`src/design/mhpq_pkg.sv`:
```
// shared types and codes for the min-heap priority queue
package mhpq_pkg;

	localparam logic OP_INSERT = 1'b0;
	localparam logic OP_REMOVE = 1'b1;

	localparam logic [1:0] STATUS_OK    = 2'd0;
	localparam logic [1:0] STATUS_EMPTY = 2'd1;
	localparam logic [1:0] STATUS_FULL  = 2'd2;

	typedef enum logic [3:0] {
		ST_IDLE,
		ST_UP_CHK,
		ST_UP_CMP,
		ST_DN_FETCH,
		ST_DN_LOAD,
		ST_DN_CHK,
		ST_DN_FIRST,
		ST_DN_SEL,
		ST_DONE
	} state_t;

	typedef enum logic [1:0] {
		RD_PARENT,
		RD_LAST,
		RD_FIRST,
		RD_SECOND
	} rd_sel_t;

	typedef enum logic [1:0] {
		WR_CUR,
		WR_RDATA,
		WR_BEST
	} wr_sel_t;

	typedef enum logic [1:0] {
		POS_HOLD,
		POS_PARENT,
		POS_BEST,
		POS_ZERO
	} pos_sel_t;

	typedef struct packed {
		logic     ld_ins;
		logic     ld_rem;
		logic     set_full;
		logic     set_empty;
		logic     ld_cur;
		logic     ld_a;
		logic     rd_en;
		rd_sel_t  rd_sel;
		logic     wr_en;
		wr_sel_t  wr_sel;
		pos_sel_t pos_sel;
	} cmd_t;

	typedef struct packed {
		logic full;
		logic empty;
		logic pos_zero;
		logic cnt_zero;
		logic up_stop;
		logic first_absent;
		logic second_absent;
		logic dn_stop;
	} dp_status_t;

endpackage

```
`src/design/mhpq_ctrl.sv`:
```
// controller state machine for heap insert and remove sequences
module mhpq_ctrl
	import mhpq_pkg::*;
(
	input  logic       clk,
	input  logic       arst_n,
	input  logic       start,
	input  logic       op,
	input  dp_status_t st,
	output logic       busy,
	output logic       done,
	output cmd_t       cmd
);

	state_t state_q, state_d;

	always_ff @(posedge clk or negedge arst_n) begin
		if (!arst_n) begin
			state_q <= ST_IDLE;
		end else begin
			state_q <= state_d;
		end
	end

	always_comb begin
		state_d     = state_q;
		cmd         = '0;
		cmd.rd_sel  = RD_PARENT;
		cmd.wr_sel  = WR_CUR;
		cmd.pos_sel = POS_HOLD;
		busy        = 1'b1;
		done        = 1'b0;
		case (state_q)
			ST_IDLE: begin
				busy = 1'b0;
				if (start) begin
					if (op == OP_INSERT) begin
						if (st.full) begin
							cmd.set_full = 1'b1;
							state_d      = ST_DONE;
						end else begin
							cmd.ld_ins = 1'b1;
							state_d    = ST_UP_CHK;
						end
					end else begin
						if (st.empty) begin
							cmd.set_empty = 1'b1;
							state_d       = ST_DONE;
						end else begin
							cmd.ld_rem = 1'b1;
							state_d    = ST_DN_FETCH;
						end
					end
				end
			end
			ST_UP_CHK: begin
				if (st.pos_zero) begin
					cmd.wr_en = 1'b1;
					state_d   = ST_DONE;
				end else begin
					cmd.rd_en  = 1'b1;
					cmd.rd_sel = RD_PARENT;
					state_d    = ST_UP_CMP;
				end
			end
			ST_UP_CMP: begin
				cmd.wr_en = 1'b1;
				if (st.up_stop) begin
					state_d = ST_DONE;
				end else begin
					cmd.wr_sel  = WR_RDATA;
					cmd.pos_sel = POS_PARENT;
					state_d     = ST_UP_CHK;
				end
			end
			ST_DN_FETCH: begin
				if (st.cnt_zero) begin
					state_d = ST_DONE;
				end else begin
					cmd.rd_en  = 1'b1;
					cmd.rd_sel = RD_LAST;
					state_d    = ST_DN_LOAD;
				end
			end
			ST_DN_LOAD: begin
				cmd.ld_cur  = 1'b1;
				cmd.pos_sel = POS_ZERO;
				state_d     = ST_DN_CHK;
			end
			ST_DN_CHK: begin
				if (st.first_absent) begin
					cmd.wr_en = 1'b1;
					state_d   = ST_DONE;
				end else begin
					cmd.rd_en  = 1'b1;
					cmd.rd_sel = RD_FIRST;
					state_d    = ST_DN_FIRST;
				end
			end
			ST_DN_FIRST: begin
				cmd.ld_a = 1'b1;
				if (!st.second_absent) begin
					cmd.rd_en  = 1'b1;
					cmd.rd_sel = RD_SECOND;
				end
				state_d = ST_DN_SEL;
			end
			ST_DN_SEL: begin
				cmd.wr_en = 1'b1;
				if (st.dn_stop) begin
					state_d = ST_DONE;
				end else begin
					cmd.wr_sel  = WR_BEST;
					cmd.pos_sel = POS_BEST;
					state_d     = ST_DN_CHK;
				end
			end
			ST_DONE: begin
				done    = 1'b1;
				state_d = ST_IDLE;
			end
			default: begin
				state_d = ST_IDLE;
			end
		endcase
	end

endmodule

```
`config.mk`:
```
export PLATFORM = sky130hd
export DESIGN_NAME = mhpq_ctrl
export DESIGN_NICKNAME = d
export VERILOG_FILES = /design/src/design/mhpq_pkg.sv /design/src/design/mhpq_ctrl.sv
export SDC_FILE = /design/constraint.sdc
export NUM_CORES = 1
export LEC_CHECK = 0
export BUFFER_PORTS_ARGS = -buffer_cell sky130_fd_sc_hd__buf_2
export CORE_AREA = 5 5 42 44
export CTS_BUF_LIST = sky130_fd_sc_hd__clkbuf_4
export CTS_CLUSTER_SIZE = 8
export DETAILED_ROUTE_END_ITERATION = 8
export DIE_AREA = 0 0 47 49
export PLACE_DENSITY = 0.73
export SYNTH_ARGS = -nofsm -noshare
export SYNTH_HDL_FRONTEND = slang
export SYNTH_SLANG_ARGS = --single-unit
```
`constraint.sdc`:
```
create_clock -name clk -period 2.93 [get_ports clk]
set_input_delay 0.293 -clock clk [delete_from_list [all_inputs] [get_ports clk]]
set_output_delay 0.293 -clock clk [all_outputs]
set_load 0.005 [all_outputs]
```
==> results by group, run 1 <==
Outcome
  • Outcome: finished clean

Timing
  • Clk_skew: 0.005903 ns
  • TNS Setup: 0 ns
  • Final number of max-transition violations: 0
  • F_max: slightly below 500 MHz
  • Fin crit period: 2.026 ns
  • Worst Tran Pin Value: ~0.48 ns
  • Final setup viols: 0
  • Period utilization: 69.15%
  • Rel. slew slack: 67.82%
  • RSZ-0062 raised after global routing: false
  • Final Hold Fails: 0

Final layout
  • Diodes inserted: 0
  • Largest regs: state_q: 4 flops
  • Area grow syn2layout: 38.98%
  • Fin area: 615.6 um2
  • Largest register FFs: 4
  • Fin nets: 102
  • Most flop-heavy register: state_q
  • Share of cells above drive strength 1: 39.77%

Clocking
  • H-tree depth: 1
  • Resized cells post-CTS: 0
  • Clk sinks: 4
  • Root buffer cell: clkbuf_4
  • Hold-fix buffers at CTS: 1
  • Worst skew pair latency: 0.24 ns
  • Deepest clock path buffer count: 2
  • Worst-path clk slew: 0.04 ns
  • Setup Buffers After CTS: 0
  • TritonCTS clock tree: yes
  • CTS buffer count: 3

Placed design
  • Post-DP HPWL: 969.3 um
  • Placer Congestion: 0.7896
  • Port-buffer cells: 27
  • Dpl cell area: 583.1 um2

Drt
  • Via count: 544
  • DRT Wirelength: 1275 um
  • Post-route antenna net violation count: 0
  • Initial DRC count: 12
  • First-pass DRT Iterations: 4
  • Via/cell ratio: 5.231
  • DR WL/cell: ~12 um
  • Remaining DRCs: 0

GRT
  • Total Routing Usage GR: 12.15%
  • First-pass GRT wire length: 2063 um
  • Vias in the first global route: between 500 and 600
  • Largest net degree at the start of global routing: 16
  • GR Overflow Total: 0
  • Initial antenna violation count: 0

Worst setup path
  • FF-to-FF Start: state_q[0]
  • CP arrival: 1.73 ns
  • Req. time, crit path: 2.64 ns
  • Crit path capture type: output pin
  • Crit Path Category: flip-flop to output pin
  • CP startpoint kind: flip-flop
  • Worst reg-to-reg path cell count: 3
  • R2r endpoint: state_q[0]
  • Crit path max fanout: 15
  • Worst R2R Setup Slack: 1.32 ns

Synth
  • Post-synthesis mux area share: under 10%
  • EDFF count, synth: 0
  • Synth Flop Type: dfrtp_1
  • Syn. warnings: 0
  • Yosys top cell area share: 22.60%
  • Post-synthesis cell count: 60
  • Simple-Gate Fraction of Synth Area: 40.68%
  • Cell variety after synth: 29
  • Synth Area in XOR/XNOR: under 10%
  • Synth Register Bits: 4
  • Synth Area per Inst: 7.382 um2
  • Synthesized-area fraction occupied by adder cells: 0%
  • Asr flop ratio synth: 100.0%
  • Synth area leader: dfrtp_1
  • Post-synth net total: 72
  • Synth Cell Area: ~440 um2
  • Largest cells by area after synthesis: dfrtp_1 23%, nor2_1 5.9%, nand2b_1 5.6%, mux2_2 5.1%, nor3b_1 5.1%
  • Largest family of logic cells by synthesized area: simple AND/OR/NAND/NOR gates
  • Seq/Total Area, Yosys: between 20% and 30%
  • Synth Area in Compound Gates: between 20% and 30%

Power and ir drop
  • Leakage power: 0.0002992 uW
  • PD cells: ~710 nW/um2
  • Max VDD drop: ~0.00028 V

Floorplan
  • Die height: between 40 and 50 um
  • Chip width: roughly 47 um
  • Cell Rows: 14
  • Die area: roughly 2300 um2
  • Core area: around 1400 um2
  • Ports: 28
  • Initial Util: between 30% and 40%

Worst hold path
  • Worst min path class: primary input to async pin

Flow run
  • Max_cap viols: 0
==> per-layer routing <==
layer	up-vias	share of wire [%]	track usage [%]
met4	0	2.0	8.295
met2	21	50	19.68
li1	276	-	-
met3	2	7.1	1.476
met5	-	0	0
met1	245	40	13.97
==> cell usage after synthesis (2+ instances only) <==
cell type	n
nor2_1	7
nor3b_1	3
buf_2	3
a31oi_1	2
dfrtp_1	4
o21ai_0	3
nand2b_1	4
inv_1	3
mux2_2	2
nand3b_1	2
nand2_1	3
a21oi_1	4
a2bb2oi_1	2
nor3_1	3
==> how the worst max path moves through the flow <==
| stage | start | to | slack [ns] | cells after the start |
|---|---|---|---|---|
| CTS | state_q[0] | cmd[11] | 0.88 | 4 |
| floorplan | state_q[1] | cmd[11] | 1.36 | 4 |
| finish | state_q[0] | cmd[11] | 0.90 | 4 |
| detailed placement | state_q[0] | cmd[12] | 1.16 | 4 |
| global placement | state_q[0] | cmd[11] | 1.19 | 4 |
| global route | state_q[0] | cmd[11] | 0.73 | 4 |
==> final cells by class <==
| type | instances | area, um2 |
|---|---|---|
| Sequential cell | 4 | 100.1 |
| Inverter | 3 | 11.26 |
| Clock buffer | 3 | 22.52 |
| Fill cell | 152 | 785.8 |
| Tap cell | 16 | 20.02 |
| Multi-Input combinational cell | 50 | 316.6 |
| Timing Repair Buffer | 28 | 145.1 |
==> power breakdown <==
group / switching (uW) / internal, uW / leakage [uW]
Combinational: 117 / 120 / 0.000232
Sequential: 54.5 / 72.1 / 0.0000537
Clock: 24.7 / 46.0 / 0.0000138
==> critical path, cell delays in order, from the launching register on <==
cell and delay, ns:
dfrtp_1 0.55, nor4_2 0.45, nand2_1 0.17, nor3b_1 0.20, buf_2 0.14
==> stage by stage <==
| step | util [%] | cells | total power, uW | hold WS (ns) | setup slack, ns |
|---|---|---|---|---|---|
| 2_1_floorplan | - | 60 | 284.1 | -0.002591 | 1.364 |
| 3_3_place_gp | 41.61 | 100 | 358.3 | 0.09861 | 1.192 |
| 3_5_place_dp | 41.61 | 100 | 362.8 | 0.09767 | 1.164 |
| 4_1_cts | 43.93 | 104 | 439.3 | 0.3786 | 0.8803 |
| 5_1_grt | 43.93 | 104 | 472.7 | 0.3988 | 0.7301 |
| 6_report | 43.93 | 104 | 434.4 | 0.3865 | 0.9040 |
==> logic make-up (layout without fill, tap and decap cells) <==
| group | count (synthesis) | after routing |
|---|---|---|
| compound gates | 15 | 15 |
| xor+xnor | 1 | 1 |
| buf+inv | 6 | 34 |
| flops | 4 | 4 |
| mux | 3 | 3 |
| simple gates | 31 | 31 |
==> layout by cell type, fill, tap and decap left out, types with 3 or more instances in the layout <==
cell / synthesis / routed
a21oi_1: 4 / 4
buf_2: 3 / 27
clkbuf_4: 0 / 3
dfrtp_1: 4 / 4
inv_1: 3 / 3
nand2_1: 3 / 3
nand2b_1: 4 / 4
nor2_1: 7 / 7
nor3_1: 3 / 3
nor3b_1: 3 / 3
o21ai_0: 3 / 3
Power figures use the tool's default switching activity.
==> inputs of run 2 (changes only) <==
==> constraint.sdc (replaced) <==
create_clock -name clk -period 1.95 [get_ports clk]
set_input_delay 0.195 -clock clk [delete_from_list [all_inputs] [get_ports clk]]
set_output_delay 0.195 -clock clk [all_outputs]
set_load 0.005 [all_outputs]
==> run 2 against run 1 <==
Cell count rose by 0.96%. First-iteration DRC count fell by 42%. Sequential power rose by 48%. Total power rose by 55%. Sequential share of layout area barely moved. Via count rose by 3.3%. Global-route usage fell by 0.97 points. Register-to-register slack got worse by 0.89 ns. Wire length fell by 3.6%. Clock-buffer cell count did not move. Clock power rose by 49%. Critical endpoint is now cmd[7]. Largest cell class unchanged.
==> results by group, run 2 (synthesis gave the netlist of run 1 again) <==
Flow run
  • Max_cap viols: 0

Power and ir drop
  • Leakage power: 0.0003024 uW
  • PD cells: 1079 nW/um2
  • Max VDD drop: 0.0006270 V

Timing
  • Period utilization: 92.15%
  • Fin crit period: 1.797 ns
  • RSZ-0062 raised after global routing: false
  • Clk_skew: 0.002735 ns
  • Final Hold Fails: 0
  • Worst Tran Pin Value: 0.4079 ns
  • TNS Setup: 0 ns
  • Final setup viols: 0
  • Rel. slew slack: 72.81%
  • F_max: around 560 MHz
  • Final number of max-transition violations: 0

Final layout
  • Area grow syn2layout: 40.96%
  • Multi-input combinational cell area: ~320 um2
  • Flip-flop and latch area: 101.3 um2
  • Diodes inserted: 0
  • Commonest non-fill, non-tap cell in the layout: buf_2
  • Commonest non-fill, non-tap cells in the layout: 27 x buf_2, 7 x nor2_1, 4 x nand2b_1, 4 x a21oi_1
  • Largest register FFs: 4
  • Number of fill cells: about 160
  • Share of cells above drive strength 1: roughly 42%
  • Most flop-heavy register: state_q
  • Core Util, Final: 44.55%
  • Fin nets: 103
  • Largest regs: state_q: 4 flops

Drt
  • Via count: 562
  • Initial DRC count: 7
  • Post-route antenna net violation count: 0
  • Remaining DRCs: 0
  • First-pass DRT Iterations: 4
  • DR WL/cell: approximately 12 um
  • Via/cell ratio: 5.352
  • DRT Wirelength: between 1000 and 1500 um

GRT
  • Largest net degree at the start of global routing: 16
  • First-pass GRT wire length: roughly 1900 um
  • GR Overflow Total: 0
  • Initial antenna violation count: 0
  • Vias in the first global route: about 500
  • Total Routing Usage GR: between 10 and 15%

Worst setup path
  • FF-to-FF Start: state_q[1]
  • Crit path capture type: output pin
  • Worst reg-to-reg path cell count: 3
  • Crit path max fanout: 14
  • Crit Path Category: flip-flop to output pin
  • CP arrival: 1.60 ns
  • Worst R2R Setup Slack: 0.43 ns
  • Req. time, crit path: 1.75 ns
  • Critical path launch point: state_q[2]
  • CP startpoint kind: flip-flop
  • R2r endpoint: state_q[0]

Worst hold path
  • Hold Path End: state_q[1]
  • Hold Startpoint: op
  • Worst min path class: primary input to flip-flop
  • Hold depth: 3

Placed design
  • Post-DP HPWL: 973.7 um
  • Port-buffer cells: 27
  • Placer Congestion: 0.8030

Floorplan
  • Core area: 1401 um2
  • Die height: 49 um
  • Cell Rows: 14
  • Ports: 28
  • Die area: 2303 um2
  • Chip width: 47 um
  • Initial Util: 31.61%

Outcome
  • Outcome: finished clean

Clocking
  • H-tree depth: 1
  • Worst-path clk slew: 0.04 ns
  • CTS buffer count: 3
  • Clk sinks: 4
  • TritonCTS clock tree: yes
  • Worst skew pair latency: 0.24 ns
  • Root buffer cell: clkbuf_4
  • Deepest clock path buffer count: 2
-- run 2: area by class of cell --
cell class,instances,area share (%)
clock buffer,3,3.607
tap,16,3.206
timing repair buffer,29,24.45
multi-input combinational,50,50.70
inverter,3,1.804
sequential,4,16.23
-- run 2: how the worst max path moves through the flow --
stage / to / slack [ns]
6_report: cmd[7] / 0.15
3_3_place_gp: cmd[11] / 0.40
4_1_cts: cmd[11] / 0.08
3_5_place_dp: cmd[11] / 0.36
2_1_floorplan: cmd[11] / 0.48
5_1_grt: cmd[11] / 0.06
-- run 2: power by group --
part | internal, uW | switching, uW | leakage (uW)
logic | 200 | 181 | 0.000236
clock network | 69.0 | 35.9 | 0.0000138
registers | 110 | 78.1 | 0.0000523
-- run 2: per-stage QoR --
stage / cells / worst slack (ns) / power [uW] / hold WS (ns) / cell area, um2
2_1_floorplan: 60 / 0.4816 / 426.8 / -0.1006 / 442.9
3_3_place_gp: 101 / 0.4008 / 561.6 / -0.0001649 / 590.6
3_5_place_dp: 101 / 0.3591 / 563.3 / 0.0004516 / 590.6
4_1_cts: 105 / 0.07951 / 675.4 / 0.2676 / 623.1
5_1_grt: 105 / 0.05978 / 723.5 / 0.3034 / 624.3
6_report: 105 / 0.1530 / 673.6 / 0.2766 / 624.3
-- run 2: timing repair --
| action | 4_1_cts | 5_1_grt |
|---|---|---|
| setup endpoints to repair | 0 | 1 |
| endpoints found under the hold margin | 4 | 0 |
| buffers inserted | 0 | 0 |
| hold buffers | 1 | 0 |
| resized for setup | 0 | 1 |
-- run 2: layer usage --
| layer | GRT usage, % | vias to the layer above | wire, um |
|---|---|---|---|
| li1 | - | 282 | - |
| met1 | 13.84 | 247 | 516 |
| met2 | 16.06 | 29 | 579 |
| met3 | 1.476 | 4 | 100 |
| met4 | 9.677 | 0 | 31 |
| met5 | 0 | - | 0 |
-- run 2: worst max-delay path, stage by stage, from the launching register on --
cell and delay, ns:
dfrtp_1 0.58, mux2_2 0.41, o32ai_1 0.22, buf_2 0.16
==> inputs of run 3 (changes only) <==
--- a/config.mk
+++ b/config.mk
@@ -5,13 +5,13 @@
 export SDC_FILE = /design/constraint.sdc
 export NUM_CORES = 1
 export LEC_CHECK = 0
-export BUFFER_PORTS_ARGS = -buffer_cell sky130_fd_sc_hd__buf_2
 export CORE_AREA = 5 5 42 44
 export CTS_BUF_LIST = sky130_fd_sc_hd__clkbuf_4
 export CTS_CLUSTER_SIZE = 8
 export DETAILED_ROUTE_END_ITERATION = 8
 export DIE_AREA = 0 0 47 49
-export PLACE_DENSITY = 0.73
+export DONT_BUFFER_PORTS = 1
+export PLACE_DENSITY = 0.55
 export SYNTH_ARGS = -nofsm -noshare
 export SYNTH_HDL_FRONTEND = slang
 export SYNTH_SLANG_ARGS = --single-unit
==> run 3 against run 2 <==
Die area unchanged. Sequential power about the same. Global-route usage increased by 0.21 points. Largest cell class unchanged.
==> results by group, run 3 (synthesis gave the netlist of run 1 again) <==
Drt
  • Via/cell ratio: a little under 6
  • Remaining DRCs: 0
  • Via count: ~450
  • DRT Wirelength: 1198 um
  • DR WL/cell: 15.36 um
  • Initial DRC count: 10
  • Post-route antenna net violation count: 0
  • First-pass DRT Iterations: 4

Clocking
  • TritonCTS clock tree: yes
  • Root buffer cell: clkbuf_4
  • H-tree depth: 1
  • Resized cells post-CTS: 0
  • Deepest clock path buffer count: 2
  • CTS buffer count: 3
  • Worst-path clk slew: ~0.040 ns
  • Clk sinks: 4
  • Worst skew pair latency: around 0.23 ns

Final layout
  • Largest register FFs: 4
  • Most flop-heavy register: state_q
  • Final std cells w/o fill: 78
  • Diodes inserted: 0
  • Commonest non-fill, non-tap cell in the layout: nor2_1
  • Fin nets: 76
  • Share of cells above drive strength 1: 14.52%
  • Multi-input combinational cell area: 316.6 um2
  • Largest regs: state_q: 4 flops
  • Area grow syn2layout: 10.17%
  • Flip-flop and latch area: approximately 100 um2
  • Number of fill cells: 178
  • Commonest non-fill, non-tap cells in the layout: 7 x nor2_1, 4 x nand2b_1, 4 x a21oi_1, 4 x dfrtp_1

Timing
  • Clk_skew: 0.001224 ns
  • Final number of max-transition violations: 0
  • Rel. slew slack: 69.67%
  • Final setup viols: 0
  • Worst Tran Pin Value: 0.4549 ns
  • RSZ-0062 raised after global routing: false
  • Period utilization: 92.47%
  • TNS Setup: 0 ns
  • Fin crit period: 1.803 ns
  • Final Hold Fails: 0
  • F_max: 554.6 MHz

Worst setup path
  • Req. time, crit path: between 1.5 and 2 ns
  • Crit path max fanout: 15
  • Family with the most delay on the worst path: simple AND/OR/NAND/NOR gates
  • Bufs and invs on worst path: 0
  • CP cell instances: nor4_2 > nand2_1 > nor3b_1
  • Crit path capture type: output pin
  • CP arrival: roughly 1.6 ns
  • Slowest cell on the critical path: dfrtp_1
  • CP max stage delay: 0.53 ns
  • CP startpoint kind: flip-flop
  • Crit Path Category: flip-flop to output pin

Floorplan
  • Die area: approximately 2300 um2
  • Die height: 49 um
  • Ports: 28
  • Core area: 1401 um2
  • Chip width: 47 um
  • Cell Rows: 14
  • Initial Util: 31.61%

GRT
  • Met2 GRT Util: 17.42%
  • Most Crowded Layer GR: met2
  • Largest net degree at the start of global routing: 16
  • Met3 Use GR: 2.583%
  • Met1 Use GR: a little over an eighth
  • GR Overflow Total: 0
  • Vias in the first global route: about 470
  • Total Routing Usage GR: a little under an eighth
  • First-pass GRT wire length: a little under 2000 um
  • Initial antenna violation count: 0

Power and ir drop
  • PD cells: 1240 nW/um2
  • Max VDD drop: approximately 0.0005 V
  • Pwr Total: 605.2 uW
  • Leakage power: between 0.00015 and 0.0002 uW

Placed design
  • Port-buffer cells: 0
  • Placed Instances: 74
  • Post-DP HPWL: roughly 970 um
  • Placer Congestion: 0.8262

Worst hold path
  • Worst min path class: primary input to flip-flop

Flow run
  • Max_cap viols: 0

Outcome
  • Outcome: finished clean
## run 3: changes by cell type in the layout (fill, tap and decap cells not counted)
cell / change
buf_2: -27
dfrtp_1: +1
dfrtp_2: -1
## run 3: cell type report
cell class / instances / area share (%)
sequential: 4 / 20.51
inverter: 3 / 2.308
clock buffer: 3 / 4.615
multi-input combinational: 50 / 64.87
timing repair buffer: 2 / 3.590
tap: 16 / 4.103
## run 3: report_power, final
group / total [uW] / switching, uW / internal (uW) / leakage [uW]
Clock: 104 / 35.5 / 69.0 / 0.0000138
Sequential: 188 / 79.7 / 108 / 0.0000537
Combinational: 313 / 163 / 150 / 0.000107
Total: 605 / 278 / 327 / 0.000175
## run 3: path summary, 6_finish.rpt
kind,from,end,slack [ns],depth (start not counted)
worst min-delay path,op,state_q[1],0.12,2
worst max-delay path,state_q[0],cmd[11],0.15,3
worst max register to register,state_q[0],state_q[0],0.38,3
max in group asynchronous,arst_n,state_q[2],1.55,1
worst min register to register,state_q[3],state_q[2],0.59,1
min in group asynchronous,arst_n,state_q[1],0.23,1
## run 3: what timing repair did
action                                  4_1_cts  5_1_grt
buffers inserted                              0        0
endpoints found under the hold margin         4        0
endpoints found under the setup margin        0        0
hold buffers                                  1        0
## run 3: worst register-to-register path, cell delays in order (launching register included)
cell	delay, ns
dfrtp_1	0.53
or2_4	0.33
or4_1	0.47
a31oi_1	0.16
## run 3: through the flow
| step | instance area [um2] | util, % | hold slack [ns] | setup slack (ns) |
|---|---|---|---|---|
| final | 488.0 | 34.82 | 0.1199 | 0.1469 |
| after global routing | 488.0 | 34.82 | 0.1295 | 0.03150 |
| after CTS | 488.0 | 34.82 | 0.1161 | 0.1093 |
| after detailed placement | 455.4 | 32.50 | -0.1005 | 0.3718 |
| after global placement | 455.4 | 32.50 | -0.1005 | 0.3874 |
| after floorplan | 442.9 | - | -0.1006 | 0.4816 |
## run 3: per-layer routing
layer	wire (um)	up-vias	share of wire, %
met5	0	-	0
met4	19	0	1.6
met3	88	2	7.3
met2	592	18	49
met1	497	209	41
li1	-	225	-
